### src/rtl/core/dcr_delay.sv
module dcr_delay #(
   parameter int WIDTH = 8,
   parameter int DEPTH = 4
) (
   input  logic             clock,
   input  logic [WIDTH-1:0] din,
   output logic [WIDTH-1:0] dout
);

   logic [WIDTH-1:0] line_ff [DEPTH];

   always_ff @(posedge clock) begin
      line_ff[0] <= din;
      for (int i = 1; i < DEPTH; i++) begin
         line_ff[i] <= line_ff[i-1];
      end
   end

   assign dout = line_ff[DEPTH-1];

endmodule

### config.mk
export PLATFORM = sky130hd
export DESIGN_NAME = dcr_delay
export DESIGN_NICKNAME = d
export VERILOG_FILES = /design/src/rtl/core/dcr_delay.sv
export SDC_FILE = /design/constraint.sdc
export NUM_CORES = 1
export LEC_CHECK = 0
export BUFFER_PORTS_ARGS = -buffer_cell sky130_fd_sc_hd__clkbuf_2
export CORE_MARGIN = 1.5
export CORE_UTILIZATION = 31
export DETAILED_ROUTE_END_ITERATION = 10
export GPL_TIMING_DRIVEN = 0
export SETUP_SLACK_MARGIN = 0.5
export SYNTH_ARGS = -nofsm -noshare
export SYNTH_HDL_FRONTEND = slang
export SYNTH_SLANG_ARGS = --single-unit
### constraint.sdc
create_clock -name clock -period 0.8 [get_ports clock]
set_clock_uncertainty 0.2 [all_clocks]
set_input_delay 0.08 -clock clock [delete_from_list [all_inputs] [get_ports clock]]
set_output_delay 0.08 -clock clock [all_outputs]
set_load 0.01 [all_outputs]
-- Word level (Yosys, flattened, before mapping)
Memory sizes are Yosys's and may differ from the RTL's.
Cells that the tools add are included.
- memory bits (writable): 32
- memories kept: 1
- bits in registers: 0
- output and inout bits: 8
- logic and storage cells: 1
- memory list (memory ; depth ; width ; rd ports ; clocked after memory_dff ; write ports ; RTL line ; RTL):
    line_ff ; 4 ; 8 ; 4 ; 0 ; 4 ; 10 ; logic [WIDTH-1:0] line_ff [DEPTH];

-- Longest topological paths before layout
- depth after elaboration: 0
- depth in mapped cells: 0
- mapped depth without buffers: 0

-- Worst setup path before layout
OpenSTA, ideal clock, no wires.
- kind: register -> output
- start: mem line_ff[3][0]
- end: out dout[0]
- arrival: 331 ps
- stages on the path, launching flop included: 1
- path buffers: 0
- path slack: 189 ps
- data required time: 520 ps
- cell sequence: dfxtp_1
- RTL lines (element ; RTL line ; RTL):
    start: declaration ; 10 ;
    end: declaration ; 7 ; output logic [WIDTH-1:0] dout

==> impl_metrics.env <==
export IMPL_slowest_stage="dfxtp_2"
export IMPL_grt_pass1_vias=246
export IMPL_clk_pin_slew_ns=0.08
export IMPL_fin_nets=64
export IMPL_cts_htree_levels=2
export IMPL_path_cells="buf_6"
export IMPL_multi_input_area_um2=0
export IMPL_worst_pin_slew_ns=0.08376
export IMPL_finalSetupTns_ns=-1.759
export IMPL_vias=286
export IMPL_r2r_end="line_ff[3][1]"
export IMPL_syn2layout_area_growth_pct=37.70
export IMPL_endpoint_kind="primary output"
export IMPL_layout_cells_non_filler=83
export IMPL_antenna_found_initial=0
export IMPL_finalCritPeriodShare=1.286
export IMPL_ys_ff_latch=32
export IMPL_wire_per_inst_um=7.807
export IMPL_cp_start_kind="register"
export IMPL_relSlewSlack=0.9442
export IMPL_total_power_w=0.002663
export IMPL_io_pins=17
export IMPL_cts_tree="done"
export IMPL_ys_types=1
export IMPL_grt_pass1_wl_um=1028
export IMPL_vdd_drop_max_uv=1129
export IMPL_io_buffers=16
export IMPL_drive_gt1_frac=0.6607
export IMPL_min_path_type="in -> reg"
export IMPL_synthesis_nets=41
export IMPL_syn_area_um2=640.6
export IMPL_antennaDiodeCount=0
export IMPL_critical_path_class="reg -> out"
export IMPL_reg2regPathDepth=0
export IMPL_synth_seq_area_share=1.000
export IMPL_worst_slack_ns=-0.2288
export IMPL_cp_max_fo=1
export IMPL_coreArea_um2=1962
export IMPL_r2r_start="line_ff[2][1]"
export IMPL_synth_avg_cell_area_um2=20.02
export IMPL_drc_errors=0
export IMPL_drtPass1Iterations=1
export IMPL_initial_utilization=0.3265
export IMPL_nFillCells=193
export IMPL_chipHeight_um=48.46
export IMPL_clkLatencyLatePin_ns=0.31
export IMPL_vias_per_cell=3.446
export IMPL_violations="negative hold slack, negative setup slack"
export IMPL_clockBufferDepth=2
export IMPL_drv_cap=0
export IMPL_path_depth=1
export IMPL_largest_register_ffs=32
export IMPL_track_usage=0.06986
export IMPL_leakagePower_nw=0.3843
export IMPL_rrSetupSlack_ns=0.18
export IMPL_cp_buffers_inverters=1
export IMPL_wl_um=648
export IMPL_ys_warnings_count=0
export IMPL_power_density_nw_per_um2=3019
export IMPL_postSynthCellCount=32
export IMPL_fmaxAchievable_mhz=972.0
export IMPL_slowest_delay_ns=0.33
export IMPL_min_period_ns=1.029
export IMPL_arrival_ns=0.75
export IMPL_slew_violations=0
export IMPL_clkSinkCount=32
export IMPL_dieArea_um2=2348
export IMPL_ant_nets=0
export IMPL_worst_hold_slack_ns=-0.3359
export IMPL_min_from="din[6]"
export IMPL_cts_buffers=5
export IMPL_nMultiInputCombCells=0
export IMPL_fin_util=0.4496
export IMPL_required_ns=0.52
export IMPL_largest_register="line_ff"
export IMPL_gp_congestion=0.5296
export IMPL_holdPathStages=1
export IMPL_setup_viol=8
export IMPL_grt_max_degree=10
export IMPL_rows=16
export IMPL_dp_cells=75
export IMPL_root_buffer="clkbuf_4"
export IMPL_cts_setup_buffers=0
export IMPL_reg_largest_list="line_ff (32)"
export IMPL_dieWidth_um=48.46
export IMPL_min_to="line_ff[0][6]"
export IMPL_drt_initial_drc_count=0
export IMPL_rsz0062_at_grt="yes"
export IMPL_hold_violations=8
export IMPL_critPathTopFamily="flip-flops"
export IMPL_status="finished with violations"
export IMPL_overflow=0
==> placed cells by master (no fill, tap or decap) <==
cell type  instances
clkbuf_8           1
dfxtp_2           15
buf_6              8
clkbuf_1           2
clkbuf_4           5
dfxtp_1           17
clkbuf_2           8
==> metal layers <==
metal / part of all wire / GRT usage / vias up / wire, µm
met5: 0 / 0 / - / 0
met4: 0.068 / 0.1000 / 0 / 44
met2: 0.47 / 0.08102 / 17 / 303
li1: - / - / 143 / -
met1: 0.34 / 0.06263 / 121 / 221
met3: 0.12 / 0.05556 / 5 / 79
==> cell families after synthesis <==
kind of cell / share of synthesized area
flops: 1.000
==> worst max-delay path by stage <==
stage | start | to
4_1_cts | line_ff[3][7] | dout[7]
5_1_grt | line_ff[3][5] | dout[5]
2_1_floorplan | line_ff[3][0] | dout[0]
3_3_place_gp | line_ff[3][2] | dout[2]
3_5_place_dp | line_ff[3][3] | dout[3]
6_report | line_ff[3][7] | dout[7]
==> synth_stat cells (all sizes together) <==
cell type / number / area share
dfxtp: 32 / 1.0
==> final cells by class <==
| class | count | area (µm²) | share of cell area |
|---|---|---|---|
| sequential | 32 | 659.4 | 0.7475 |
| tap | 27 | 33.78 | 0.03830 |
| timing repair buffer | 16 | 130.1 | 0.1475 |
| clock buffer | 8 | 58.81 | 0.06667 |
==> through the flow <==
stage,instance area [µm²],hold slack [ns],setup WS [ns]
after floorplan,650.6,-0.09228,0.2043
after global placement,764.5,-0.01787,0.1165
after detailed placement,764.5,-0.01606,0.1138
after CTS,824.5,-0.3495,-0.2480
after global routing,882.1,-0.3629,-0.2778
final,882.1,-0.3359,-0.2288
==> power by group <==
| part | internal (W) | leakage, nW | total [W] | switching, W |
|---|---|---|---|---|
| registers | 0.00168 | 0.270 | 0.00171 | 0.0000217 |
| clock network | 0.000433 | 0.0326 | 0.000886 | 0.000453 |
| logic | 0.0000506 | 0.0816 | 0.0000714 | 0.0000208 |
| total | 0.00217 | 0.384 | 0.00266 | 0.000495 |
==> what timing repair did <==
action / in CTS / in global routing
endpoints found under the hold margin: 8 / 8
resized for setup: 1 / 22
endpoints found under the setup margin: 32 / 32
gates cloned: 0 / 0
Note: power is estimated with default switching activity, not from simulation.
