[src/rtl/core/dcr_div.sv]
module dcr_div #(
   parameter int DEN_W = 32,
   parameter int Q_W   = 31
) (
   input  logic             clock,
   input  logic [DEN_W-1:0] rem_init,
   input  logic [Q_W-1:0]   num_low,
   input  logic [DEN_W-1:0] den,
   output logic [Q_W-1:0]   quot
);

   logic [DEN_W-1:0] rem_ff   [Q_W];
   logic [DEN_W-1:0] den_ff   [Q_W];
   logic [Q_W-1:0]   low_ff   [Q_W];
   logic [Q_W-1:0]   q_ff     [Q_W];
   logic [DEN_W-1:0] rem_in   [Q_W];
   logic [Q_W-1:0]   low_in   [Q_W];
   logic [Q_W-1:0]   q_in     [Q_W];
   logic [DEN_W-1:0] rem_prev [Q_W];
   logic [DEN_W-1:0] den_prev [Q_W];
   logic [Q_W-1:0]   low_prev [Q_W];
   logic [Q_W-1:0]   q_prev   [Q_W];
   logic [DEN_W:0]   rem_sh   [Q_W];
   logic [DEN_W:0]   rem_sub  [Q_W];

   always_comb begin
      rem_prev[0] = rem_init;
      den_prev[0] = den;
      low_prev[0] = num_low;
      q_prev[0]   = '0;
      for (int i = 1; i < Q_W; i++) begin
         rem_prev[i] = rem_ff[i-1];
         den_prev[i] = den_ff[i-1];
         low_prev[i] = low_ff[i-1];
         q_prev[i]   = q_ff[i-1];
      end
      for (int i = 0; i < Q_W; i++) begin
         rem_sh[i]  = {rem_prev[i], low_prev[i][Q_W-1]};
         rem_sub[i] = rem_sh[i] - {1'b0, den_prev[i]};
         low_in[i]  = {low_prev[i][Q_W-2:0], 1'b0};
         if (rem_sh[i] >= {1'b0, den_prev[i]}) begin
            rem_in[i] = rem_sub[i][DEN_W-1:0];
            q_in[i]   = {q_prev[i][Q_W-2:0], 1'b1};
         end else begin
            rem_in[i] = rem_sh[i][DEN_W-1:0];
            q_in[i]   = {q_prev[i][Q_W-2:0], 1'b0};
         end
      end
   end

   always_ff @(posedge clock) begin
      for (int i = 0; i < Q_W; i++) begin
         rem_ff[i] <= rem_in[i];
         den_ff[i] <= den_prev[i];
         low_ff[i] <= low_in[i];
         q_ff[i]   <= q_in[i];
      end
   end

   assign quot = q_ff[Q_W-1];

endmodule

[config.mk]
export PLATFORM = sky130hd
export DESIGN_NAME = dcr_div
export DESIGN_NICKNAME = d
export VERILOG_FILES = /design/src/rtl/core/dcr_div.sv
export SDC_FILE = /design/constraint.sdc
export NUM_CORES = 2
export LEC_CHECK = 0
export BUFFER_PORTS_ARGS = -buffer_cell sky130_fd_sc_hd__buf_2
export CAP_MARGIN = 30
export CORE_MARGIN = 4
export CORE_UTILIZATION = 40
export CTS_CLUSTER_SIZE = 12
export DETAILED_ROUTE_END_ITERATION = 12
export MAX_ROUTING_LAYER = met4
export PLACE_DENSITY = 0.61
export SETUP_SLACK_MARGIN = 0.1
export SLEW_MARGIN = 20
export SYNTH_ARGS = -nofsm -noshare
export SYNTH_HDL_FRONTEND = slang
export SYNTH_SLANG_ARGS = --single-unit
[constraint.sdc]
create_clock -name clock -period 3.68 [get_ports clock]
set_input_delay 0.184 -clock clock [delete_from_list [all_inputs] [get_ports clock]]
set_output_delay 0.184 -clock clock [all_outputs]
set_load 0.05 [all_outputs]
# Word level (Yosys, flattened, before mapping)
# Memory sizes are Yosys's and may differ from the RTL's.
# Index checks and enable logic that the tools add are counted.
# Widths: inputs -> output; s select.
dict set report classes {
  n_lt_le_gt_ge 31
  n_mux 62
  add_sub_neg 31
}
# cell n
set ops {}
lappend ops {{$ge 33x32->1} 31}
lappend ops {{$mux 32} 31}
lappend ops {{$sub 32x32->32} 31}
lappend ops {{$mux 1} 31}
dict set report totals {
  wordCells 128
  mem_bits_rw 3875
  output_inout_bits 31
  reg_bits 0
  memories 4
}
# memory depth word_bits read_ports rd_ports_with_merged_regs write_ports line
set mem_list {}
lappend mem_list {den_ff 31 32 30 0 31 13} ;# logic [DEN_W-1:0] den_ff [Q_W];
lappend mem_list {rem_ff 31 32 30 0 31 12} ;# logic [DEN_W-1:0] rem_ff [Q_W];
lappend mem_list {q_ff 31 31 31 0 31 15} ;# logic [Q_W-1:0] q_ff [Q_W];
lappend mem_list {low_ff 31 30 30 0 31 14} ;# logic [Q_W-1:0] low_ff [Q_W];

# Logic depth before layout (Yosys ltp)
# An unclocked memory read counts as a cell.
dict set report depth {
  word_depth 3
  ltp_mapped 15
  ltp_nobuf 13
}

# Least setup slack after synthesis
# Ideal clock, no wire load.
dict set report synth_path {
  kind {flip-flop to flip-flop}
  start {mem den_ff[23][1] (netlist: den_ff[1][225])}
  end {mem rem_ff[24][26] (netlist: rem_ff[1][282])}
  n_path_buf 1
  path_stages_with_launch 14
  slack_ns 0.280
  synth_period_minus_slack_ns 3.400
  setup_ns 0.121
  arrival_ns 3.279
  cell_sequence {dfxtp_1 > inv_1 > ha_1 > nor2b_1 > o31a_1 > o41a_1 > a21boi_2 > o21ai_0 > a211o_1 > a21oi_1 > o21ai_1 > a221oi_4 > buf_6 > mux2_2}
}
# element line
set synth_rtl {}
lappend synth_rtl {{start: declaration} 13}
lappend synth_rtl {{end: declaration} 12}

==> results by group <==
Yosys
  • Syn avg cell area: 9.73 um^2
  • Sequential fraction of the synthesis area: 47.6%
  • Cell taking the most area after synthesis: dfxtp_1
  • Most used DFF post-synth: dfxtp_1
  • Synth cell types: 96
  • EDFF count, synth: 0
  • Synth top area cells: dfxtp_1 48%, ha_1 10%, mux2_2 3.9%
  • Yosys warns: 0
  • Cell count after synthesis: 12444
  • Synth Cell Area: 121000 um^2
  • Flop and latch count out of synthesis: 2881
  • Cell with the most instances after synthesis: dfxtp_1
  • Syn nets: 13562
  • Yosys top cell area share: 47.6%
  • Asr flop ratio synth: 0%
  • Post-synth top cells: 2881 x dfxtp_1, 1211 x inv_1, 992 x ha_1

STA
  • Setup ws final: 98.4 ps
  • RSZ-0062 raised after global routing: yes
  • Final TNS setup: 0 ps
  • Final Hold Vio Count: 0
  • Worst hold slack: 142 ps
  • Tcrit/Tclk final: 97.3%
  • Worst relative slew slack: 35.2%
  • Slew Limit Fails: 0
  • Worst Skew: 48.1 ps
  • FMAX: 279 MHz
  • Final setup fails: 0
  • Min Tclk post-route: 3580 ps
  • Worst slew pin tran: between 900 and 1000 ps

Worst hold path
  • Min-delay src: rem_init[2]
  • Hold path depth: 3
  • Worst Hold Path EP: rem_ff[0][3]$_DFF_P_
  • HP Class: in -> reg

Floorplan
  • Core ar.: around 300000 um^2
  • Cell row count: 201
  • Die ar.: 312000 um^2
  • Initial core utilization: between 40% and 50%
  • Die Y: 558 um
  • Die width: ~560 um
  • # IOs: 127

CTS
  • CTS Buffer Depth: 4
  • CTS tree: yes
  • Max H-tree Level: 5
  • CTS buffer count: about 320
  • Num Clock Sinks: 2881
  • CTS Root Cell: clkbuf_16
  • Clock Latency Late Sink: approximately 900 ps
  • Reg clk slew, reported paths: 60 ps

Global route
  • Largest net degree at the start of global routing: 61
  • Vias in the first global route: 83601
  • Met2 Resource Use GR: ~29%
  • Global Route Usage Sum: between 10% and 20%
  • GRT met3 Usage: about 2.7%
  • Layer with the highest usage: met2
  • First-pass GRT wire length: between 400000 and 500000 um
  • Antenna violations before repair: 7
  • Grt total ovfl: 0
  • Met1 Usage GRT: 23.6%

Placed design
  • Port buffer count: 126
  • Setup Slack @ Placement: -102 ps
  • GP Congestion: 0.912
  • Detailed Place HPWL: 214000 um

Drt
  • DRC viols: 0
  • Vias: 86600
  • Antenna viol nets, final: 0
  • Routed WL: ~280000 um
  • Drt pass-1 iters: 6
  • Wire length per cell: 16.3 um
  • DR vias/cell: 5.02
  • Starting DRT DRC Count: between 5000 and 6000

Critical path
  • R2R setup slack: between 100 and 150 ps
  • RR Startpoint: den_ff[1][225]$_DFF_P_
  • Critical Path Source: den[1]
  • Req. time, crit path: 4460 ps
  • Crit path DAT: 4360 ps
  • Crit-path max FO: 9
  • Crit path launch type: input port
  • R2r endpoint: rem_ff[1][262]$_DFF_P_
  • CP endpoint kind: flip-flop
  • Cell depth of the worst flop-to-flop path: 14
  • WS Path Type: in -> reg

Power and ir drop
  • Power Dens Cells: 1040 nW/um^2
  • Max VDD drop: 0.494 mV
  • Leakage power: 0.0647 uW

Layout
  • Post-layout util: a little under half
  • Nets: approximately 14000
  • Area grow syn2layout: 16.8%
  • Share of layout cells above drive strength 1: approximately 11%
  • Layout fillers: between 20000 and 30000

Flow run
  • Max cap viols: 0

Outcome
  • Status: finished, final reports clean
-- metrics by stage --
stage               std cells  instance area [um^2]  total power [uW]
floorplan               12444                121000             95500
global placement        16428                127000            113000
detailed placement      16429                128000            113000
CTS                     17196                140000            146000
global route            17236                141000            158000
finish                  17240                141000            147000
-- flip-flops by register name (all words and copies together) (netlist names) --
signal	count
den_ff	960
low_ff	465
q_ff	496
rem_ff	960
-- logic make-up after synthesis --
logic type                 synth area share (%)
and+or+nand+nor                            10.2
adders and majority gates                  10.7
xor gates and xnor gates                   5.83
AOI/OAI and AO/OA                          16.3
muxes                                      4.34
buffers and inverters                      4.96
DFF                                        47.6
-- where the power goes --
| group | switching [uW] | internal, uW |
|---|---|---|
| registers | 5080 | 41100 |
| clock network | 12700 | 19200 |
| logic | 37000 | 31700 |
| total | 54800 | 91900 |
-- layer usage --
layer  vias up  part of all wire [%]
met4         0                   2.2
met1     40007                    47
li1      44360                     -
met3       428                   5.1
met2      1805                    46
met5         -                     0
-- worst max path at each step --
| stage | slack (ps) | cells after the start | end |
|---|---|---|---|
| floorplan | 280 | 13 | rem_ff[1][282]$_DFF_P_ |
| global placement | -80 | 14 | rem_ff[0][480]$_DFF_P_ |
| detailed placement | -100 | 14 | rem_ff[0][480]$_DFF_P_ |
| CTS | 70 | 14 | rem_ff[0][480]$_DFF_P_ |
| global route | -100 | 14 | rem_ff[1][447]$_DFF_P_ |
| finish | 100 | 17 | rem_ff[0][30]$_DFF_P_ |
-- cell type report --
| type | count | area [um^2] | area share (%) |
|---|---|---|---|
| inverter | 1212 | 4550 | 3.22 |
| tap | 3958 | 4950 | 3.50 |
| antenna | 5 | 12.5 | 0.00885 |
| multi-input combinational | 8023 | 58100 | 41.1 |
| clock buffer | 444 | 9190 | 6.50 |
| clock inverter | 110 | 1520 | 1.08 |
| timing repair buffer | 607 | 5400 | 3.82 |
| sequential | 2881 | 57700 | 40.8 |
-- critical path, stage by stage --
cell and delay [ps]:
dlygate4sd3_1 520, buf_2 130, inv_1 40, ha_1 270
nor2b_1 160, o31ai_4 220, a311oi_2 170, o21ba_2 260
or4b_4 510, a311oi_2 290, nand3_1 160, a311oi_4 340
buf_12 180, buf_4 130, inv_2 30, o22a_1 180
dlygate4sd3_1 550
-- placed cells by master (no fill, tap or decap), drive strengths merged, types with 136 or more instances in the layout --
cell type	n
dlygate4sd3	212
ha	992
nor2	543
o21a	136
nand2	961
mux2	423
dfxtp	2881
nor3	172
xnor2	434
nand4	165
clkbuf	450
o21ai	854
buf	389
a21oi	821
nor2b	141
xor2	372
inv	1227
nand3	192
a21o	476
-- what timing repair did --
item	CTS	global route
buffers inserted	0	32
hold endpoints to repair	95	0
pin swaps	2	33
resized for setup	1	147
gates cloned	1	7
endpoints found under the setup margin	58	483
hold buffers	212	0
No activity file was read; power rests on OpenSTA's default activity.
