### src/rtl/core/dcr_pkg.sv
package dcr_pkg;

   localparam int VEL_W           = 32;
   localparam int MASS_W          = 32;
   localparam int ELAS_W          = 16;
   localparam int FLAG_W          = 3;
   localparam int MAG_W           = 32;
   localparam int NRM_Q_W         = 31;
   localparam int NRM_FRAC        = 30;
   localparam int RATIO_W         = 30;
   localparam int RATIO_FRAC      = 28;
   localparam int ELAS_FRAC       = 8;
   localparam int MSUM_W          = MASS_W + 1;
   localparam int PROJ_W          = 34;
   localparam int CHG_W           = 42;
   localparam int SQRT_STAGES     = MAG_W;
   localparam int NRM_DIV_STAGES  = NRM_Q_W;
   localparam int MASS_DIV_STAGES = RATIO_W;
   localparam int FRONT_LAT       = SQRT_STAGES + NRM_DIV_STAGES;

   localparam int FLAG_FIRST_MOV  = 0;
   localparam int FLAG_SECOND_MOV = 1;
   localparam int FLAG_SECOND_HIT = 2;

   localparam logic [RATIO_W-1:0] RATIO_ONE = RATIO_W'(1) << RATIO_FRAC;

   typedef struct packed {
      logic signed [VEL_W-1:0] v1x;
      logic signed [VEL_W-1:0] v1y;
      logic signed [VEL_W-1:0] v2x;
      logic signed [VEL_W-1:0] v2y;
      logic [ELAS_W-1:0]       e1;
      logic [ELAS_W-1:0]       e2;
      logic                    first_mov;
      logic                    second_mov;
      logic                    neg_x;
      logic                    neg_y;
      logic                    go;
      logic                    msum_zero;
   } side_type;

   typedef struct packed {
      logic [RATIO_W-1:0] r1;
      logic [RATIO_W-1:0] r2;
   } ratio_type;

   typedef struct packed {
      logic               vld;
      logic [NRM_Q_W-1:0] qx;
      logic [NRM_Q_W-1:0] qy;
      ratio_type          ratio;
      side_type           side;
   } resp_in_type;

   typedef struct packed {
      logic                       vld;
      logic                       hit;
      logic [3:0][VEL_W-1:0]      vel;
   } resp_out_type;

endpackage

### src/rtl/core/dcr_isqrt.sv
module dcr_isqrt
   import dcr_pkg::*;
(
   input  logic               clock,
   input  logic [2*MAG_W-1:0] radicand,
   output logic [MAG_W-1:0]   root
);

   localparam int REM_W = MAG_W + 2;

   logic [2*MAG_W-1:0] rad_ff    [SQRT_STAGES];
   logic [REM_W-1:0]   rem_ff    [SQRT_STAGES];
   logic [MAG_W-1:0]   root_ff   [SQRT_STAGES];
   logic [2*MAG_W-1:0] rad_in    [SQRT_STAGES];
   logic [REM_W-1:0]   rem_in    [SQRT_STAGES];
   logic [MAG_W-1:0]   root_in   [SQRT_STAGES];
   logic [2*MAG_W-1:0] rad_prev  [SQRT_STAGES];
   logic [REM_W-1:0]   rem_prev  [SQRT_STAGES];
   logic [MAG_W-1:0]   root_prev [SQRT_STAGES];
   logic [REM_W-1:0]   rem_sh    [SQRT_STAGES];
   logic [REM_W-1:0]   trial     [SQRT_STAGES];

   always_comb begin
      rad_prev[0]  = radicand;
      rem_prev[0]  = '0;
      root_prev[0] = '0;
      for (int i = 1; i < SQRT_STAGES; i++) begin
         rad_prev[i]  = rad_ff[i-1];
         rem_prev[i]  = rem_ff[i-1];
         root_prev[i] = root_ff[i-1];
      end
      for (int i = 0; i < SQRT_STAGES; i++) begin
         rem_sh[i] = {rem_prev[i][REM_W-3:0], rad_prev[i][2*MAG_W-1 -: 2]};
         trial[i]  = {root_prev[i], 2'b01};
         rad_in[i] = {rad_prev[i][2*MAG_W-3:0], 2'b00};
         if (rem_sh[i] >= trial[i]) begin
            rem_in[i]  = rem_sh[i] - trial[i];
            root_in[i] = {root_prev[i][MAG_W-2:0], 1'b1};
         end else begin
            rem_in[i]  = rem_sh[i];
            root_in[i] = {root_prev[i][MAG_W-2:0], 1'b0};
         end
      end
   end

   always_ff @(posedge clock) begin
      for (int i = 0; i < SQRT_STAGES; i++) begin
         rad_ff[i]  <= rad_in[i];
         rem_ff[i]  <= rem_in[i];
         root_ff[i] <= root_in[i];
      end
   end

   assign root = root_ff[SQRT_STAGES-1];

endmodule

### config.mk
export PLATFORM = sky130hd
export DESIGN_NAME = dcr_isqrt
export DESIGN_NICKNAME = d
export VERILOG_FILES = /design/src/rtl/core/dcr_pkg.sv /design/src/rtl/core/dcr_isqrt.sv
export SDC_FILE = /design/constraint.sdc
export NUM_CORES = 2
export LEC_CHECK = 0
export BUFFER_PORTS_ARGS = -buffer_cell sky130_fd_sc_hd__buf_2
export CORE_MARGIN = 2
export CORE_UTILIZATION = 45
export DETAILED_ROUTE_END_ITERATION = 7
export MAX_ROUTING_LAYER = met4
export SETUP_SLACK_MARGIN = 0.1
export SKIP_LAST_GASP = 1
export SYNTH_ARGS = -nofsm -noshare
export SYNTH_HDL_FRONTEND = slang
export SYNTH_MEMORY_MAX_BITS = 65536
export SYNTH_SLANG_ARGS = --single-unit
### constraint.sdc
create_clock -name clock -period 4.1 [get_ports clock]
set_input_delay 0.205 -clock clock [delete_from_list [all_inputs] [get_ports clock]]
set_output_delay 0.205 -clock clock [all_outputs]
set_load 0.05 [all_outputs]
-- Word-level counts from Yosys, hierarchy flattened
Memories as Yosys holds them, arrays and structs flattened.
Cells that the tools add are included.
- memories kept: 3
- input port bits: 65
- bits in writable memories: 4096
- register bits after elaboration: 0
- add/sub/neg operators: 32
- multiplexer cells: 64
- magnitude comparators: 32
- memory list (name ; words ; width ; read ports ; clocked after Yosys merged registers in ; write ports ; line ; text):
    rad_ff ; 32 ; 62 ; 31 ; 0 ; 32 ; dcr_isqrt.sv:11 ; logic [2*MAG_W-1:0] rad_ff [SQRT_STAGES];
    rem_ff ; 32 ; 34 ; 31 ; 0 ; 32 ; dcr_isqrt.sv:12 ; logic [REM_W-1:0] rem_ff [SQRT_STAGES];
    root_ff ; 32 ; 32 ; 32 ; 0 ; 32 ; dcr_isqrt.sv:13 ; logic [MAG_W-1:0] root_ff [SQRT_STAGES];
- operator list (cell ; number):
    $mux W34 ; 32
    $ge A34 B34 Y1 ; 31
    $sub A34 B34 Y34 ; 31
    $mux W1 ; 32
    $sub A2 B1 Y3 const B ; 1
    $ge A2 B1 Y1 const B ; 1

-- Depth between registers and ports, before layout
An unclocked memory read counts as a cell.
- depth after elaboration: 3
- gate-level depth with buffers: 15

-- Worst setup path after synthesis
Ideal clock, no wire load.
- path type: reg-to-reg
- start point: memory root_ff[26][0] (netlist: root_ff[1][320])
- end point: memory rem_ff[1][399] (netlist bit)
- required time: 3.979 ns
- data arrival time: 3.069 ns
- cell stages (with the launch flop): 12
- setup slack: 0.911 ns
- buffers on the path: 1
- cell sequence: dfxtp_1 inv_1 ha_1 nor2b_1 o21a_1 a311o_1 o31a_1 o41a_1 a31oi_1 o2bb2ai_1 buf_2 mux2_2
- RTL lines (element ; line):
    from (decl) ; dcr_isqrt.sv:13
    to (decl) ; dcr_isqrt.sv:12

==> results.cfg <==
[global_route]
globalRouteOverflowTotal = 0
antenna_found_initial = 5
met3_usage = 0.02832
grt_util_met1 = 0.2330
grt_pass1_wl_mm = 316.0
largest_net_degree_at_the_start_of_global_routing = 52
grt_util_all_layers = 0.1952
grt.busiest_layer = met2
grt.met2_usage = 0.3335
number_of_global_route_vias_before_repair = 61200

[sta]
timing.slew.headroom = 0.2953
post_route_clock_skew_ps = 74.26
tns_ps = 0
fmax_mhz = 280.8
worst_slew_pin_tran_ps = 1030
report.final.hold_viol_count = 0
layout_min_cycle_time_ps = 3561
unrepaired_setup_endpoints_after_global_routing = false
drv_slew = 0
final_min_period_over_clock_period = 0.8685
timing.final.setup_violations = 0

[critical_path]
timing.critical_path.cells = inv_1 -> ha_1 -> nand2b_1 -> nor3b_1 -> o31ai_1 -> a221o_1 -> o21ba_2 -> nor3_2 -> a2111oi_0 -> nand3_1 -> xnor2_1
crit_path_end_kind = flip-flop
critical_path_arrival_ps = 4320
cp_num_cells = 11
logic_depth_of_the_worst_register_to_register_path = 11
worst-setup-path-type = reg2reg
critical_path.max_stage_delay_ps = 890
cp_slowest_cell = sky130_fd_sc_hd__a2111oi_0
ff2ff_setup_slack_ps = 540
setup.worst_path.start_class = flip-flop
critical_path_peak_fanout = 5
worstPathBufferInverterCount = 1
cell_family_contributing_the_most_delay_on_the_critical_path = compound AO/OA/AOI/OAI gates
cp.required_ps = 4860

[clock_network]
h-tree-depth = 5
cts_tree = built
clk_latency_worst_skew_pair_ps = 920
cts_num_sinks = 2465
cts.root.buffer_cell = sky130_fd_sc_hd__clkbuf_16
worst_setup_hold_path_clk_slew_ps = 60
clk_path_buf_depth = 4
cts_buffers = 276

[synthesis]
synth_ff_type = sky130_fd_sc_hd__dfxtp_1
synth_edf_count = 0
ys_warn_count = 0
postSynth.asyncResetShare = 0
post_synth.cell_area_avg_um2 = 10.12
ys_types = 96
synthesis.instances = 8938
synth.yosys.seq_area_share = 0.5456
synth_nets = 9564
ys_seq_elements = 2465
synth_area_um2 = 90440

[floorplanning]
dieHeight_um = 452.3
rows = 164
top_level_ports = 97
core_area_um2 = 199700
die_area_um2 = 204600
initial_core_util = 0.4530
die_w_um = 452.3

[routing]
wire_per_inst_um = 16.21
routed_via_count_divided_by_cell_count = 5.082
drt-initial-drc-count = 3413
drc_errors = 0
totalWireLength_mm = 196.6
drtPass1Iterations = 5
route.vias.total = 61640
detail-route-antenna-nets = 0

[hold_path]
hold_path_class = in2reg
min_delay_path_depth = 3

[placed_design]
place_hpwl_mm = 147.8
globalplace.congestion = 0.9120
port_buffers = 96

[layout]
utilization = 0.5222
layout_filler_cell_count = 17840
layout-drive-gt1-share = 0.07940
final_net_count = 9905
area.growth.synth_to_final_pct = 15.29

[status]
run_status = finished, final reports clean

[power]
total_leakage_power_nw = 49.02
pwr_cell_area_nw_per_um2 = 645.8
vdd.ir_drop.worst_mv = 0.4763

[flow_run]
drv_cap = 0
==> cells in the mapped netlist, types with 32 or more instances <==
master	number	area, µm²
sky130_fd_sc_hd__o31ai_1	40	300.3
sky130_fd_sc_hd__nor2_1	574	2155
sky130_fd_sc_hd__nor2b_1	76	475.5
sky130_fd_sc_hd__ha_1	561	7019
sky130_fd_sc_hd__nand2_1	619	2323
sky130_fd_sc_hd__nand3_1	136	680.7
sky130_fd_sc_hd__nor4_1	108	675.7
sky130_fd_sc_hd__o21a_1	93	698.2
sky130_fd_sc_hd__a31oi_1	56	350.3
sky130_fd_sc_hd__or4_1	50	375.4
sky130_fd_sc_hd__nor3_1	218	1091
sky130_fd_sc_hd__nand2b_1	114	713.2
sky130_fd_sc_hd__nand4_1	100	625.6
sky130_fd_sc_hd__o21ai_0	455	2277
sky130_fd_sc_hd__dfxtp_1	2465	49350
sky130_fd_sc_hd__or2_2	34	212.7
sky130_fd_sc_hd__o211ai_1	42	315.3
sky130_fd_sc_hd__or3_1	72	450.4
sky130_fd_sc_hd__o21bai_1	49	367.9
sky130_fd_sc_hd__xor2_1	407	3565
sky130_fd_sc_hd__inv_1	692	2597
sky130_fd_sc_hd__a21oi_1	594	2973
sky130_fd_sc_hd__and3_1	57	356.6
sky130_fd_sc_hd__a211oi_1	54	405.4
sky130_fd_sc_hd__clkbuf_1	151	566.8
sky130_fd_sc_hd__mux2_2	79	889.6
sky130_fd_sc_hd__a21o_1	235	1764
sky130_fd_sc_hd__xnor2_1	389	3407
sky130_fd_sc_hd__buf_4	32	240.2
==> area by class of cell <==
cell class | count | area [µm²] | share of cell area
Timing Repair Buffer | 273 | 2192 | 0.02102
Sequential cell | 2465 | 49350 | 0.4733
Tap cell | 2656 | 3323 | 0.03187
Clock buffer | 384 | 8123 | 0.07791
Clock inverter | 86 | 1052 | 0.01009
Antenna cell | 2 | 5.005 | 0.00004800
Inverter | 695 | 2609 | 0.02502
Multi-Input combinational cell | 5568 | 37610 | 0.3607
==> layout by cell type, fill, tap and decap left out, types with 21 or more instances in the layout <==
cell,instances
sky130_fd_sc_hd__o31ai_1,40
sky130_fd_sc_hd__dfxtp_1,2465
sky130_fd_sc_hd__xnor2_1,389
sky130_fd_sc_hd__inv_1,692
sky130_fd_sc_hd__nor2_1,574
sky130_fd_sc_hd__a31oi_1,56
sky130_fd_sc_hd__mux2_2,79
sky130_fd_sc_hd__nor3_1,214
sky130_fd_sc_hd__a21oi_1,594
sky130_fd_sc_hd__or2_2,34
sky130_fd_sc_hd__nor3b_1,21
sky130_fd_sc_hd__or4_1,50
sky130_fd_sc_hd__o21a_1,93
sky130_fd_sc_hd__a211oi_1,53
sky130_fd_sc_hd__nand4_1,100
sky130_fd_sc_hd__and2_1,29
sky130_fd_sc_hd__ha_1,561
sky130_fd_sc_hd__a21o_1,235
sky130_fd_sc_hd__clkbuf_1,36
sky130_fd_sc_hd__dlygate4sd3_1,128
sky130_fd_sc_hd__clkbuf_8,64
sky130_fd_sc_hd__buf_4,44
sky130_fd_sc_hd__nand2_1,619
sky130_fd_sc_hd__nand3_1,136
sky130_fd_sc_hd__buf_2,96
sky130_fd_sc_hd__nor2b_1,76
sky130_fd_sc_hd__clkinv_2,36
sky130_fd_sc_hd__nor4_1,108
sky130_fd_sc_hd__o21ai_0,455
sky130_fd_sc_hd__o21bai_1,49
sky130_fd_sc_hd__nand3b_1,23
sky130_fd_sc_hd__xor2_1,407
sky130_fd_sc_hd__clkbuf_16,284
sky130_fd_sc_hd__and3_1,57
sky130_fd_sc_hd__nand2b_1,114
sky130_fd_sc_hd__or3_1,72
sky130_fd_sc_hd__o211ai_1,42
==> power by group <==
| part | internal [mW] | total, mW | leakage, nW | switching, mW |
|---|---|---|---|---|
| logic | 5.25 | 11.8 | 23.9 | 6.55 |
| clock network | 15.1 | 24.4 | 4.51 | 9.33 |
| registers | 28.1 | 31.1 | 20.6 | 3.10 |
==> cell families (layout without fill, tap and decap cells) <==
group,after synthesis,count (layout),share of synthesized area
compound gates,1815,1815,0.1238
xor+xnor,796,796,0.07709
fa+ha+maj,561,561,0.07761
buf+inv,905,1438,0.03937
flops,2465,2465,0.5456
mux,91,91,0.01128
other cells,1,3,0.00004146
simple gates,2304,2304,0.1252
==> worst register-to-register path, stage by stage, from the launching register on <==
cell                        delay, ps
sky130_fd_sc_hd__dfxtp_1          410
sky130_fd_sc_hd__inv_1             70
sky130_fd_sc_hd__ha_1             220
sky130_fd_sc_hd__nand2b_1         150
sky130_fd_sc_hd__nor3b_1          140
sky130_fd_sc_hd__o31ai_1          510
sky130_fd_sc_hd__a221o_1          380
sky130_fd_sc_hd__o21ba_2          190
sky130_fd_sc_hd__nor3_2            60
sky130_fd_sc_hd__a2111oi_0        890
sky130_fd_sc_hd__nand3_1          210
sky130_fd_sc_hd__xnor2_1          170
==> flip-flops by register name, summed over array words and instances (netlist names) <==
register,flops
rad_ff,992
rem_ff,945
root_ff,528
==> path summary, 6_finish.rpt <==
| path | startpoint | to |
|---|---|---|
| hold / removal | radicand[62] | rem_ff[0][1]$_DFF_P_ |
| setup reg to reg | rad_ff[0][866]$_DFF_P_ | rem_ff[0][497]$_DFF_P_ |
| hold reg to reg | rad_ff[0][587]$_DFF_P_ | rad_ff[0][651]$_DFF_P_ |
| setup / recovery | rad_ff[0][866]$_DFF_P_ | rem_ff[0][497]$_DFF_P_ |
==> what timing repair did <==
action	4_1_cts	5_1_grt
resized for setup	0	0
hold buffers	128	0
setup endpoints to repair	0	0
hold endpoints to repair	65	0
buffers inserted	0	0
==> routing by layer <==
layer	vias up	wire length (µm)	share of wire
li1	31180	-	-
met5	-	0	0
met1	28840	86150	0.44
met2	1178	96110	0.49
met4	0	6660	0.034
met3	442	7632	0.039
==> metrics by stage <==
stage	power (mW)	hold WS, ps	std cells	worst slack [ps]	instance area, µm²
5_1_grt	70.97	44.22	12130	230.0	104300
3_5_place_dp	43.31	308.6	11530	605.7	93800
4_1_cts	68.17	1.573	12130	579.0	104300
3_3_place_gp	43.19	307.9	11530	543.6	93800
2_1_floorplan	39.60	232.7	8938	910.6	90440
6_report	67.33	62.41	12130	539.1	104300
Note: power is estimated with default switching activity, not from simulation.
